## config.mk

```make
export PLATFORM = sky130hd
export DESIGN_NAME = fuzzy_search_match_scorer
export DESIGN_NICKNAME = d
export VERILOG_FILES = /design/src/rtl/core/fss_pkg.sv /design/src/rtl/core/fuzzy_search_match_scorer.sv /design/src/rtl/core/fss_cell.sv
export SDC_FILE = /design/constraint.sdc
export NUM_CORES = 2
export LEC_CHECK = 0
export ABC_AREA = 0
export ABC_CLOCK_PERIOD_IN_PS = 8200
export BUFFER_PORTS_ARGS = -buffer_cell sky130_fd_sc_hd__buf_2
export CAP_MARGIN = 20
export CORE_AREA = 2 2 490 492
export DETAILED_ROUTE_END_ITERATION = 10
export DIE_AREA = 0 0 492 494
export PLACE_DENSITY = 0.57
export SLEW_MARGIN = 10
export SYNTH_ARGS = -nofsm -noshare
export SYNTH_HDL_FRONTEND = slang
export SYNTH_SLANG_ARGS = --single-unit
```

## constraint.sdc

```tcl
create_clock -name clk -period 8.2 [get_ports clk]
set_input_delay 0.41 -clock clk [delete_from_list [all_inputs] [get_ports clk]]
set_output_delay 0.41 -clock clk [all_outputs]
set_load 0.05 [all_outputs]
```

## src/rtl/core/fss_pkg.sv

```systemverilog
`default_nettype none

package fss_pkg;

  // Sizing
  localparam int QUERY_MAX   = 32;
  localparam int INDEX_WIDTH = 16;
  localparam int LEN_W       = $clog2(QUERY_MAX + 1);
  localparam int IDX_W       = $clog2(QUERY_MAX);
  localparam int POS_W       = IDX_W;

  typedef enum logic [1:0] {
    OP_CLEAR = 2'd0,
    OP_QUERY = 2'd1,
    OP_CHAR  = 2'd2,
    OP_END   = 2'd3
  } fss_op_t;

  typedef enum logic [1:0] {
    RANK_EXACT    = 2'd0,
    RANK_PREFIX   = 2'd1,
    RANK_CONTAINS = 2'd2,
    RANK_NONE     = 2'd3
  } fss_rank_t;

  typedef enum logic {
    S_RUN   = 1'b0,
    S_DRAIN = 1'b1
  } fss_state_t;

  typedef struct packed {
    fss_op_t    opcode;
    logic [7:0] char_code;
  } fss_item_t;

  typedef struct packed {
    logic [15:0] candidate_index;
    fss_rank_t   match_rank;
    logic [7:0]  edit_distance;
    logic        is_match;
    logic [7:0]  text_length;
  } fss_result_t;

  // One candidate character moving down the cell row
  typedef struct packed {
    logic             valid;
    logic [7:0]       chr;
    logic [7:0]       left_new;
    logic [7:0]       left_old;
    logic             hit_old;
    logic             pos_live;
    logic [POS_W-1:0] pos_left;
  } fss_wave_t;

  // What each cell reports to the scorer
  typedef struct packed {
    logic [7:0] row_val;
    logic       broke;
    logic       seen;
  } fss_cell_stat_t;

  // ASCII case folding
  function automatic logic [7:0] fold_char(input logic [7:0] c);
    fold_char = (c >= 8'd65 && c <= 8'd90) ? c + 8'd32 : c;
  endfunction

  // Tab, line feed, vertical tab, form feed, carriage return and space
  function automatic logic is_blank(input logic [7:0] c);
    is_blank = (c == 8'd32) || (c >= 8'd9 && c <= 8'd13);
  endfunction

endpackage

`default_nettype wire

```

## src/rtl/core/fuzzy_search_match_scorer.sv

```systemverilog
`default_nettype none

// Streaming fuzzy matcher: load a query with append items (leading blanks
// dropped, trailing blanks ignored at scoring, ASCII case-insensitive), then
// stream candidate characters; each candidate end item yields the candidate's
// index, rank (exact, prefix, contains, none), Levenshtein distance, length and
// match flag, with non-matches dropped unless include_all is set. Clear, append
// and candidate character items are taken back to back with no stall: each
// character enters a row of QUERY_MAX cells that hold one query character and
// one distance entry apiece, and moves one cell per cycle. A candidate end item
// stalls the input while the last character leaves the cell row and while the
// result register stays full. No clearing pass follows reset.
module fuzzy_search_match_scorer (
  input  logic                 clk,
  input  logic                 rst,
  input  logic                 item_valid,
  output logic                 item_stall,
  input  fss_pkg::fss_item_t   item,
  output logic                 result_valid,
  input  logic                 result_stall,
  output fss_pkg::fss_result_t result,
  input  logic                 cfg_we,
  input  logic                 cfg_wdata
);
  import fss_pkg::*;

  fss_state_t             state;
  fss_state_t             state_next;
  logic [LEN_W-1:0]       query_len;
  logic [LEN_W-1:0]       q_eff;
  logic [15:0]            cand_len;
  logic [INDEX_WIDTH-1:0] cand_count;
  logic                   include_all;
  fss_wave_t              inject;

  fss_wave_t              wave [QUERY_MAX];
  fss_cell_stat_t         cell_stat [QUERY_MAX];

  logic                   accept;
  logic                   drain_done;
  logic                   clear_cand;
  logic                   chain_busy;
  logic                   slot_free;
  logic [7:0]             c;
  logic                   c_blank;
  logic                   do_append;
  logic [15:0]            cand_len_next;

  logic                   broke_any;
  logic                   seen_any;
  logic [IDX_W-1:0]       q_last;
  logic [7:0]             dist_q;
  logic [15:0]            q_ext;
  logic [15:0]            field;
  logic [15:0]            triple;
  logic                   q_zero;
  fss_rank_t              rank;
  logic [7:0]             score_dist;
  logic                   score_match;
  logic                   emit;

  // Decode the input item
  assign accept    = item_valid && !item_stall;
  assign c         = fold_char(item.char_code);
  assign c_blank   = is_blank(c);
  assign do_append = accept && (item.opcode == OP_QUERY) &&
                     !((query_len == '0) && c_blank) &&
                     (query_len < LEN_W'(QUERY_MAX));
  assign slot_free = !result_valid || !result_stall;
  assign cand_len_next = (cand_len == 16'hFFFF) ? cand_len : cand_len + 16'd1;

  // Next state
  always_comb begin
    state_next = state;
    unique case (state)
      S_RUN: begin
        if (accept && (item.opcode == OP_END)) begin
          state_next = S_DRAIN;
        end
      end
      S_DRAIN: begin
        if (!chain_busy && slot_free) begin
          state_next = S_RUN;
        end
      end
      default: state_next = S_RUN;
    endcase
  end

  // State outputs
  always_comb begin
    item_stall = 1'b1;
    drain_done = 1'b0;
    unique case (state)
      S_RUN: begin
        item_stall = 1'b0;
      end
      S_DRAIN: begin
        drain_done = !chain_busy && slot_free;
      end
      default: item_stall = 1'b1;
    endcase
  end

  assign clear_cand = drain_done ||
                      (accept && ((item.opcode == OP_CLEAR) || (item.opcode == OP_QUERY)));

  always_ff @(posedge clk) begin
    if (rst) begin
      state <= S_RUN;
    end else begin
      state <= state_next;
    end
  end

  // Hold the configuration register
  always_ff @(posedge clk) begin
    if (rst) begin
      include_all <= 1'b0;
    end else if (cfg_we) begin
      include_all <= cfg_wdata;
    end
  end

  // Track query length and its length without trailing blanks
  always_ff @(posedge clk) begin
    if (rst) begin
      query_len <= '0;
      q_eff     <= '0;
    end else if (accept && (item.opcode == OP_CLEAR)) begin
      query_len <= '0;
      q_eff     <= '0;
    end else if (do_append) begin
      query_len <= query_len + 1'b1;
      if (!c_blank) begin
        q_eff <= query_len + 1'b1;
      end
    end
  end

  // Count candidates since the last query clear
  always_ff @(posedge clk) begin
    if (rst) begin
      cand_count <= '0;
    end else if (accept && (item.opcode == OP_CLEAR)) begin
      cand_count <= '0;
    end else if (drain_done) begin
      cand_count <= cand_count + 1'b1;
    end
  end

  // Inject candidate characters at the head of the cell row
  always_ff @(posedge clk) begin
    if (rst || clear_cand) begin
      cand_len     <= '0;
      inject.valid <= 1'b0;
    end else if (accept && (item.opcode == OP_CHAR)) begin
      cand_len        <= cand_len_next;
      inject.valid    <= 1'b1;
      inject.chr      <= c;
      inject.left_new <= (cand_len_next[15:8] != '0) ? 8'hFF : cand_len_next[7:0];
      inject.left_old <= (cand_len[15:8] != '0) ? 8'hFF : cand_len[7:0];
      inject.hit_old  <= 1'b1;
      inject.pos_live <= (cand_len < 16'(QUERY_MAX));
      inject.pos_left <= cand_len[POS_W-1:0];
    end else begin
      inject.valid <= 1'b0;
    end
  end

  // Build the cell row
  for (genvar k = 0; k < QUERY_MAX; k++) begin : g_cell
    localparam int ROW_INIT = (k + 1 > 255) ? 255 : k + 1;
    fss_cell u_cell (
      .clk       (clk),
      .rst       (rst),
      .clear     (clear_cand),
      .wave_in   ((k == 0) ? inject : wave[(k == 0) ? 0 : k - 1]),
      .wave_out  (wave[k]),
      .load      (do_append && (query_len == LEN_W'(k))),
      .load_char (c),
      .in_query  (LEN_W'(k) < q_eff),
      .is_last   (q_eff == LEN_W'(k + 1)),
      .row_init  (8'(ROW_INIT)),
      .stat      (cell_stat[k])
    );
  end

  // Gather busy and sticky flags from the row
  always_comb begin
    chain_busy = inject.valid;
    broke_any  = 1'b0;
    seen_any   = 1'b0;
    for (int k = 0; k < QUERY_MAX; k++) begin
      chain_busy = chain_busy | wave[k].valid;
      broke_any  = broke_any | cell_stat[k].broke;
      seen_any   = seen_any | cell_stat[k].seen;
    end
  end

  // Score the finished candidate
  always_comb begin
    q_zero = (q_eff == '0);
    q_ext  = 16'(q_eff);
    q_last = IDX_W'(q_eff - 1'b1);
    dist_q = cell_stat[q_last].row_val;
    field  = (cand_len < q_ext) ? cand_len : q_ext;
    triple = 16'({dist_q, 1'b0}) + 16'(dist_q);
    if (q_zero) begin
      rank = RANK_NONE;
    end else if (!broke_any && (cand_len == q_ext)) begin
      rank = RANK_EXACT;
    end else if (!broke_any && (cand_len >= q_ext)) begin
      rank = RANK_PREFIX;
    end else if (seen_any) begin
      rank = RANK_CONTAINS;
    end else begin
      rank = RANK_NONE;
    end
    score_dist  = q_zero ? 8'd0 : dist_q;
    score_match = q_zero || (rank != RANK_NONE) || (dist_q <= 8'd1) || (triple <= field);
    emit        = include_all || score_match;
  end

  // Hold the result until taken
  always_ff @(posedge clk) begin
    if (rst) begin
      result_valid <= 1'b0;
    end else if (drain_done && emit) begin
      result_valid <= 1'b1;
    end else if (!result_stall) begin
      result_valid <= 1'b0;
    end
  end

  always_ff @(posedge clk) begin
    if (drain_done && emit) begin
      result.candidate_index <= 16'(cand_count);
      result.match_rank      <= rank;
      result.edit_distance   <= score_dist;
      result.is_match        <= score_match;
      result.text_length     <= (cand_len[15:8] != '0) ? 8'hFF : cand_len[7:0];
    end
  end

  // A cleared candidate leaves no character in flight
  assert property (@(posedge clk) disable iff (rst) clear_cand |=> !chain_busy)
    else $error("character in flight after candidate clear");

  // Effective query length never exceeds the stored length
  assert property (@(posedge clk) disable iff (rst) q_eff <= query_len)
    else $error("effective query length above stored length");

  // A new result comes only out of the drain state
  assert property (@(posedge clk) disable iff (rst)
      $rose(result_valid) |-> $past(state == S_DRAIN))
    else $error("result loaded outside drain");

  // A non-matching result appears only with include_all set
  assert property (@(posedge clk) disable iff (rst)
      $rose(result_valid) && !result.is_match |-> include_all)
    else $error("non-match emitted with include_all clear");

  // A candidate end item blocks the input on the next cycle
  assert property (@(posedge clk) disable iff (rst)
      accept && (item.opcode == OP_END) |=> item_stall)
    else $error("input not held after candidate end");

endmodule

`default_nettype wire

```

## src/rtl/core/fss_cell.sv

```systemverilog
`default_nettype none

module fss_cell (
  input  logic                    clk,
  input  logic                    rst,
  input  logic                    clear,
  input  fss_pkg::fss_wave_t      wave_in,
  output fss_pkg::fss_wave_t      wave_out,
  input  logic                    load,
  input  logic [7:0]              load_char,
  input  logic                    in_query,
  input  logic                    is_last,
  input  logic [7:0]              row_init,
  output fss_pkg::fss_cell_stat_t stat
);
  import fss_pkg::*;

  logic [7:0] qchar;
  logic [7:0] row_val;
  logic       hit;
  logic       broke;
  logic       seen;

  logic       eq;
  logic [8:0] cost_up;
  logic [8:0] cost_left;
  logic [8:0] cost_diag;
  logic [8:0] best;
  logic [7:0] row_val_next;
  logic       hit_next;
  logic       pos_here;

  // Compute this cell's entry of the next distance row
  always_comb begin
    eq        = (wave_in.chr == qchar);
    cost_up   = {1'b0, row_val} + 9'd1;
    cost_left = {1'b0, wave_in.left_new} + 9'd1;
    cost_diag = {1'b0, wave_in.left_old} + {8'd0, ~eq};
    best      = cost_up;
    if (cost_left < best) begin
      best = cost_left;
    end
    if (cost_diag < best) begin
      best = cost_diag;
    end
    row_val_next = best[8] ? 8'hFF : best[7:0];
    hit_next     = wave_in.hit_old && eq;
    pos_here     = wave_in.pos_live && (wave_in.pos_left == '0);
  end

  // Hold the query character
  always_ff @(posedge clk) begin
    if (load) begin
      qchar <= load_char;
    end
  end

  // Update cell state and pass the character on
  always_ff @(posedge clk) begin
    if (rst || clear) begin
      row_val        <= row_init;
      hit            <= 1'b0;
      broke          <= 1'b0;
      seen           <= 1'b0;
      wave_out.valid <= 1'b0;
    end else if (wave_in.valid) begin
      row_val <= row_val_next;
      hit     <= hit_next;
      if (hit_next && is_last) begin
        seen <= 1'b1;
      end
      if (pos_here && in_query && !eq) begin
        broke <= 1'b1;
      end
      wave_out.valid    <= 1'b1;
      wave_out.chr      <= wave_in.chr;
      wave_out.left_new <= row_val_next;
      wave_out.left_old <= row_val;
      wave_out.hit_old  <= hit;
      wave_out.pos_live <= wave_in.pos_live && (wave_in.pos_left != '0);
      wave_out.pos_left <= wave_in.pos_left - 1'b1;
    end else begin
      wave_out.valid <= 1'b0;
    end
  end

  assign stat.row_val = row_val;
  assign stat.broke   = broke;
  assign stat.seen    = seen;

endmodule

`default_nettype wire

```

# [Word level (Yosys, flattened, before mapping)]
# Cells that the tools add are included.
[classes] add_sub_neg=133 order_cmp=107 eq_ne=103 muxes=147 bitwise=130 reduce_logical=449
[ops] op="adder 8 x 1 -> 9 bit, second input constant" count=64
[ops] op="< comparator 9 bit" count=64
[ops] op="2-to-1 mux 9 bit" count=64
[ops] op="adder 8 x 1 -> 9 bit" count=32
[ops] op="2-to-1 mux 8 bit" count=34
[ops] op="equality test 8 bit" count=32
[ops] op="logical AND 1 bit" count=237
[ops] op="AND reduction 2 bit" count=97
[ops] op="equality test 6 x 5 -> 1 bit, second input constant" count=32
[ops] op="zero test 5 bit" count=32
[ops] op="subtractor 5 x 1 -> 5 bit, second input constant" count=32
[ops] op="nonzero test 5 bit" count=31
[ops] op="equality test 6 x 4 -> 1 bit, second input constant" count=16
[ops] op="< comparator 5 x 6 -> 1 bit, first input constant" count=16
[ops] op="bitwise OR 1 bit" count=94
[ops] op="binary-select mux 10 bit (select 5 bit)" count=1
[ops] op="equality test 6 x 3 -> 1 bit, second input constant" count=8
[ops] op="< comparator 4 x 6 -> 1 bit, first input constant" count=8
[ops] op="2-to-1 mux 1 bit" count=40
[ops] op="zero test 1 bit" count=37
[ops] op="inverter 1 bit" count=35
[ops] op="adder 16 x 1 -> 16 bit, second input constant" count=2
[ops] op="2-to-1 mux 16 bit" count=2
[ops] op="equality test 6 x 2 -> 1 bit, second input constant" count=4
[ops] op="other kinds (35)" count=55
[totals] ff_bits=1713 wordCells=1464

# [Longest topological paths before layout]
[depth] ltp_word=43 ltp_mapped=26

# [Hierarchy]
# A second synthesis with hierarchy kept.
[unflattened] hier_cells=9114 hier_area_um2=105797.7
[modules_own_cells] module="fss_cell at g_cell[16].u_cell ..." instances=22 cells_each=261 area_each_um2=3066.7 seq_area_each_um2=1491.4
[modules_own_cells] module="fss_cell at g_cell[0].u_cell ..." instances=9 cells_each=256 area_each_um2=2975.4 seq_area_each_um2=1491.4
[modules_own_cells] module="fuzzy_search_match_scorer" instances=1 cells_each=836 area_each_um2=8708.4 seq_area_each_um2=2912.8
[modules_own_cells] module="fss_cell at g_cell[6].u_cell" instances=1 cells_each=232 area_each_um2=2844.0 seq_area_each_um2=1491.4

# [Worst setup path before layout]
# No wires, ideal clock.
[synth_timing] kind="register to register" startpoint="register q_eff[0]" endpoint="register result[0] (netlist name), enable pin" t_arrival_ns=6.668 required_ns=7.806 slack_ns=1.138 stages_incl_launch_ff=25 path_buffers=3 path_cell_list="dfxtp_1 > clkbuf_1 > buf_1 > inv_1 > ha_1 > xnor2_1 > buf_2 > mux4_2 > mux2i_1 > inv_1 > ha_1 > inv_1 > fa_1 > inv_1 > a21o_1 > a21oi_1 > o21bai_1 > a21o_1 > xor2_1 > ha_1 > a21o_1 > a21o_1 > a221oi_1 > or3_1 > o21a_1"
[synth_lines] item="from (decl)" line="fuzzy_search_match_scorer.sv:30" rtl="logic [LEN_W-1:0] q_eff;"
[synth_lines] item="from (signal assigned)" line="fuzzy_search_match_scorer.sv:136" rtl="q_eff <= query_len + 1'b1;"
[synth_lines] item="subtractor 5 x 1 -> 5 bit *" line="fuzzy_search_match_scorer.sv:205" rtl="q_last = IDX_W'(q_eff - 1'b1);"
[synth_lines] item="inverter 5 -> 6 bit (implied by the code) *" line="fuzzy_search_match_scorer.sv:206" rtl="dist_q = cell_stat[q_last].row_val;"
[synth_lines] item="binary-select mux 10 bit (select 5 bit) *" line="fuzzy_search_match_scorer.sv:206"
[synth_lines] item="2-to-1 mux 10 bit (implied by the code) * (2 in series)" line="fuzzy_search_match_scorer.sv:206"
[synth_lines] item="named net dist_q[1]" line="fuzzy_search_match_scorer.sv:52" rtl="logic [7:0] dist_q;"
[synth_lines] item="adder 9 x 8 -> 10 bit or <= comparator 8 x 1 -> 1 bit (tied branches)" line="fuzzy_search_match_scorer.sv:208, fuzzy_search_match_scorer.sv:221"
[synth_lines] item="<= comparator 10 x 16 -> 1 bit or logical OR 1 bit (tied branches)" line="fuzzy_search_match_scorer.sv:221" rtl="score_match = q_zero || (rank != RANK_NONE) || (dist_q <= 8'd1) || (triple <= field);"
[synth_lines] item="logical OR 1 bit *" line="fuzzy_search_match_scorer.sv:221"
[synth_lines] item="named net score_match" line="fuzzy_search_match_scorer.sv:59" rtl="logic score_match;"
[synth_lines] item="logical OR 1 bit *" line="fuzzy_search_match_scorer.sv:222" rtl="emit = include_all || score_match;"
[synth_lines] item="logical AND 1 bit *" line="fuzzy_search_match_scorer.sv:237" rtl="if (drain_done && emit) begin"
[synth_lines] item="to (decl)" line="fuzzy_search_match_scorer.sv:21" rtl="output fss_pkg::fss_result_t result,"
# The timed path passes the listed nets; every way through them passes the cells marked *. The select of a mux whose other input is x is not followed.
# A chain may end at the register's enable or synchronous reset.

# [Worst setup path in the final report]
[layout_timing] startpoint="register q_eff[1]" endpoint="register result[21] (netlist name), enable pin"
# The elaborated chain is that of the path after synthesis.

==> summary.md <==
| Metric | Value |
|---|---|
| Post-Place Cells | 11,658 |
| Overflow left after global routing | 0 |
| P_int | 14,520 µW |
| Die H | 494 µm |
| CTS clock-pin slew for the worst setup and hold paths | 0.06 ns |
| Die X | 492 µm |
| Combinational share of power | 3.1% |
| Area Overhead vs Synth | 11.61% |
| Vias/cell | 5.586 |
| Status | finished, final reports clean |
| TritonRoute pass-1 iters | 6 |
| P per Cell Area | 176.4 nW/µm² |
| Sw frac | 22.19% |
| Critical path class | reg -> reg |
| Clock tree from TritonCTS | done |
| Post-CTS Resized | 0 |
| Clock Skew | 0.1032 ns |
| Final core utilization | 44.54% |
| FMAX | 140.5 MHz |
| Fin. Hold Viols | 0 |
| Final setup margin | 1.083 ns |
| Final #Nets | 9,433 |
| Synth top area share | 40.63% |
| Mean post-synth cell area | 11.05 µm² |
| Vias in the first global route | 65,418 |
| HP Class | in -> reg |
| Worst setup EP type | flip-flop |
| Min-delay src | rst |
| CTS Buf Count | 189 |
| Yosys warns | 0 |
| Worst Path Required | 8.75 ns |
| Final ANT Viol Nets | 0 |
| Row cnt | 179 |
| Slew margin rel. | 25.30% |
| Worst setup path startpoint | q_eff[1] |
| First-pass GRT wire length | 409,300 µm |
| Cell variety after synth | 82 |
| CP peak stage delay | 0.81 ns |
| Die ar. | 243,000 µm² |
| Final worst path period share | 86.79% |
| Total Power | 18,660 µW |
| Worst hold path stage count | 2 |
| Slew @ Worst Pin | 1.110 ns |
| Largest net degree at the start of global routing | 85 |
| GRT Overall Usage | 21.99% |
| Synth Flop Type | edfxtp_1 |
| Filler cell count | 21,954 |
| CP Data Arrival Time | 7.67 ns |
| Number of max-cap violations | 0 |
| Non-filler cells, final | 12,039 |
| Clock tree buffer depth | 3 |
| CP Launch Type | flip-flop |
| Clock H-tree levels | 4 |
| Initial core utilization | 39.91% |
| Sw power | 4139 µW |
| Worst reg2reg startpoint | q_eff[1] |
| Async SR Flop Fraction | 0% |
| Register area share after synthesis | 49.74% |
| Num ports | 53 |
| Number of port buffers | 52 |
| Synth cell count leaders | edfxtp_1 (1,282), ha_1 (716), nor2_1 (639), xor2_1 (580), nand2_1 (499) |
| Clk_lat worst skew | 0.87 ns |
| Hpwl dp | 209,900 µm |
| DR DRC count | 0 |
| Reg2reg path depth | 23 |
| Antenna violations before repair | 16 |
| Worst Path Max Fanout | 33 |
| DRT iter0 DRCs | 5,843 |
| Final Max Tran Viols | 0 |
| Leakage power | 0.04025 µW |
| Worst Setup Slack post-DPL | 0.9032 ns |
| Layout cells sized above 1 | 8.438% |
| Area of the core | 237,400 µm² |
| Min Tclk post-route | 7.117 ns |
| Routed via count | 67,247 |
| Synthesized area | 94,740 µm² |
| Clock Sinks | 1,713 |
| Final setup fails | 0 |
| Most instantiated library cell after synthesis | edfxtp_1 |
| Cell taking the most area after synthesis | edfxtp_1 |
| CTS Hold Buffers Added | 6 |
| Postcts setup bufs | 0 |
| Mapped Cells | 8,577 |
| Clock share of power | 47.3% |
| Final WL | 273,000 µm |
| RSZ-0062 raised after global routing | false |
| Synth top area cells | edfxtp_1 (41%), ha_1 (9.5%), dfxtp_1 (9.1%), xor2_1 (5.4%), xnor2_1 (3.4%) |
| Post-DR wirelength/cell | 22.67 µm |
| #FFs+latches synth | 1,713 |
| Setup TNS | 0 ns |
| Slowest-stage cell, CP | ha_4 |
| Number of flops mapped to enable cells by yosys | 1,282 |
| Sequential fraction of design power | 49.6% |
| Worst path cell trace | inv_1 > ha_4 > buf_4 > mux4_2 > mux4_2 > mux2i_1 > inv_1 > ha_1 > inv_1 > fa_1 > inv_1 > a21o_1 > a21oi_1 > o21bai_1 > a21o_1 > xor2_1 > ha_1 > a21o_1 > a21o_1 > a221oi_1 > or3_1 > o21a_2 > buf_16 |
| Worst reg-to-reg setup slack | 1.08 ns |
| Root buf cell | clkbuf_16 |
| VDD IR max | 0.1992 mV |
| Routability Congestion | 0.9488 |
## per-layer routing
layer | vias to the layer above | share of wire [%] | track usage (%)
met5 | - | 0.0048 | 0
met4 | 2 | 3.0 | 6.323
met3 | 382 | 5.4 | 2.797
met2 | 1874 | 48 | 37.62
met1 | 33172 | 44 | 29.15
li1 | 31817 | - | -
## flip-flops by register name, indices dropped and copies added, names as in the netlist, 31 cells and up
signal	flops
g_cell.u_cell.wave_out	993
g_cell.u_cell.qchar	256
g_cell.u_cell.row_val	256
result	35
g_cell.u_cell.broke	32
g_cell.u_cell.seen	32
g_cell.u_cell.hit	31
inject	31
## logic make-up (layout without fill, tap and decap cells)
| group | after synthesis | after routing | share of synthesized area, % |
|---|---|---|---|
| AOI/OAI and AO/OA | 1328 | 1328 | 9.063 |
| buffers and inverters | 704 | 989 | 2.818 |
| xor gates and xnor gates | 948 | 948 | 8.764 |
| other | 1 | 11 | 0.003958 |
| muxes | 402 | 402 | 5.462 |
| adders and majority gates | 717 | 717 | 9.477 |
| and+or+nand+nor | 2764 | 2764 | 14.67 |
| DFF | 1713 | 1713 | 49.74 |
## path summary, 6_finish.rpt
kind,endpoint
max,result[21]
min,state
max reg2reg,result[21]
min reg2reg,g_cell[29].u_cell.wave_out[6]
## layout by cell type, fill, tap and decap left out, types with 221 or more instances in the layout
cell type,n
a21oi_1,333
and3_1,221
dfxtp_1,430
edfxtp_1,1282
ha_1,715
inv_1,462
nand2_1,499
nand3_1,436
nor2_1,629
o21ai_0,316
xnor2_1,366
xor2_1,580
## final cells by class
type                    count  area, µm²  area share, %
clock buffers             241       5136          4.858
repair buffers            164       1219          1.153
diodes                      7      17.52        0.01657
clock inverters           115       1434          1.356
multi-input cells        6163      45080          42.63
inverters                 469       1760          1.665
flip-flops and latches   1713      47130          44.57
well taps                3167       3963          3.748
## through the flow
step	hold slack (ns)	cell area, µm²
after global routing	0.03655	105700
final	0.07350	105700
after detailed placement	0.4100	98950
after CTS	0.02511	105600
after global placement	0.4028	98920
after floorplan	0.4005	94750
## critical path, delay by kind of cell, from the launching register on
kind	cells	cell delay (ns)
compound gates	8	2.01
flops	1	0.52
fa+ha+maj	4	1.53
xor+xnor	1	0.15
simple gates	1	0.20
buf+inv	6	1.05
mux	3	1.30
## power groups by stage
| stage | combinational [µW] | clock (µW) | sequential (µW) |
|---|---|---|---|
| after floorplan | 321 | 0 | 9450 |
| after global routing | 614 | 9340 | 9250 |
| after CTS | 568 | 9020 | 9260 |
| after detailed placement | 554 | 0 | 9440 |
| final | 570 | 8830 | 9260 |
| after global placement | 560 | 0 | 9440 |
No activity file was read; power rests on OpenSTA's default activity.
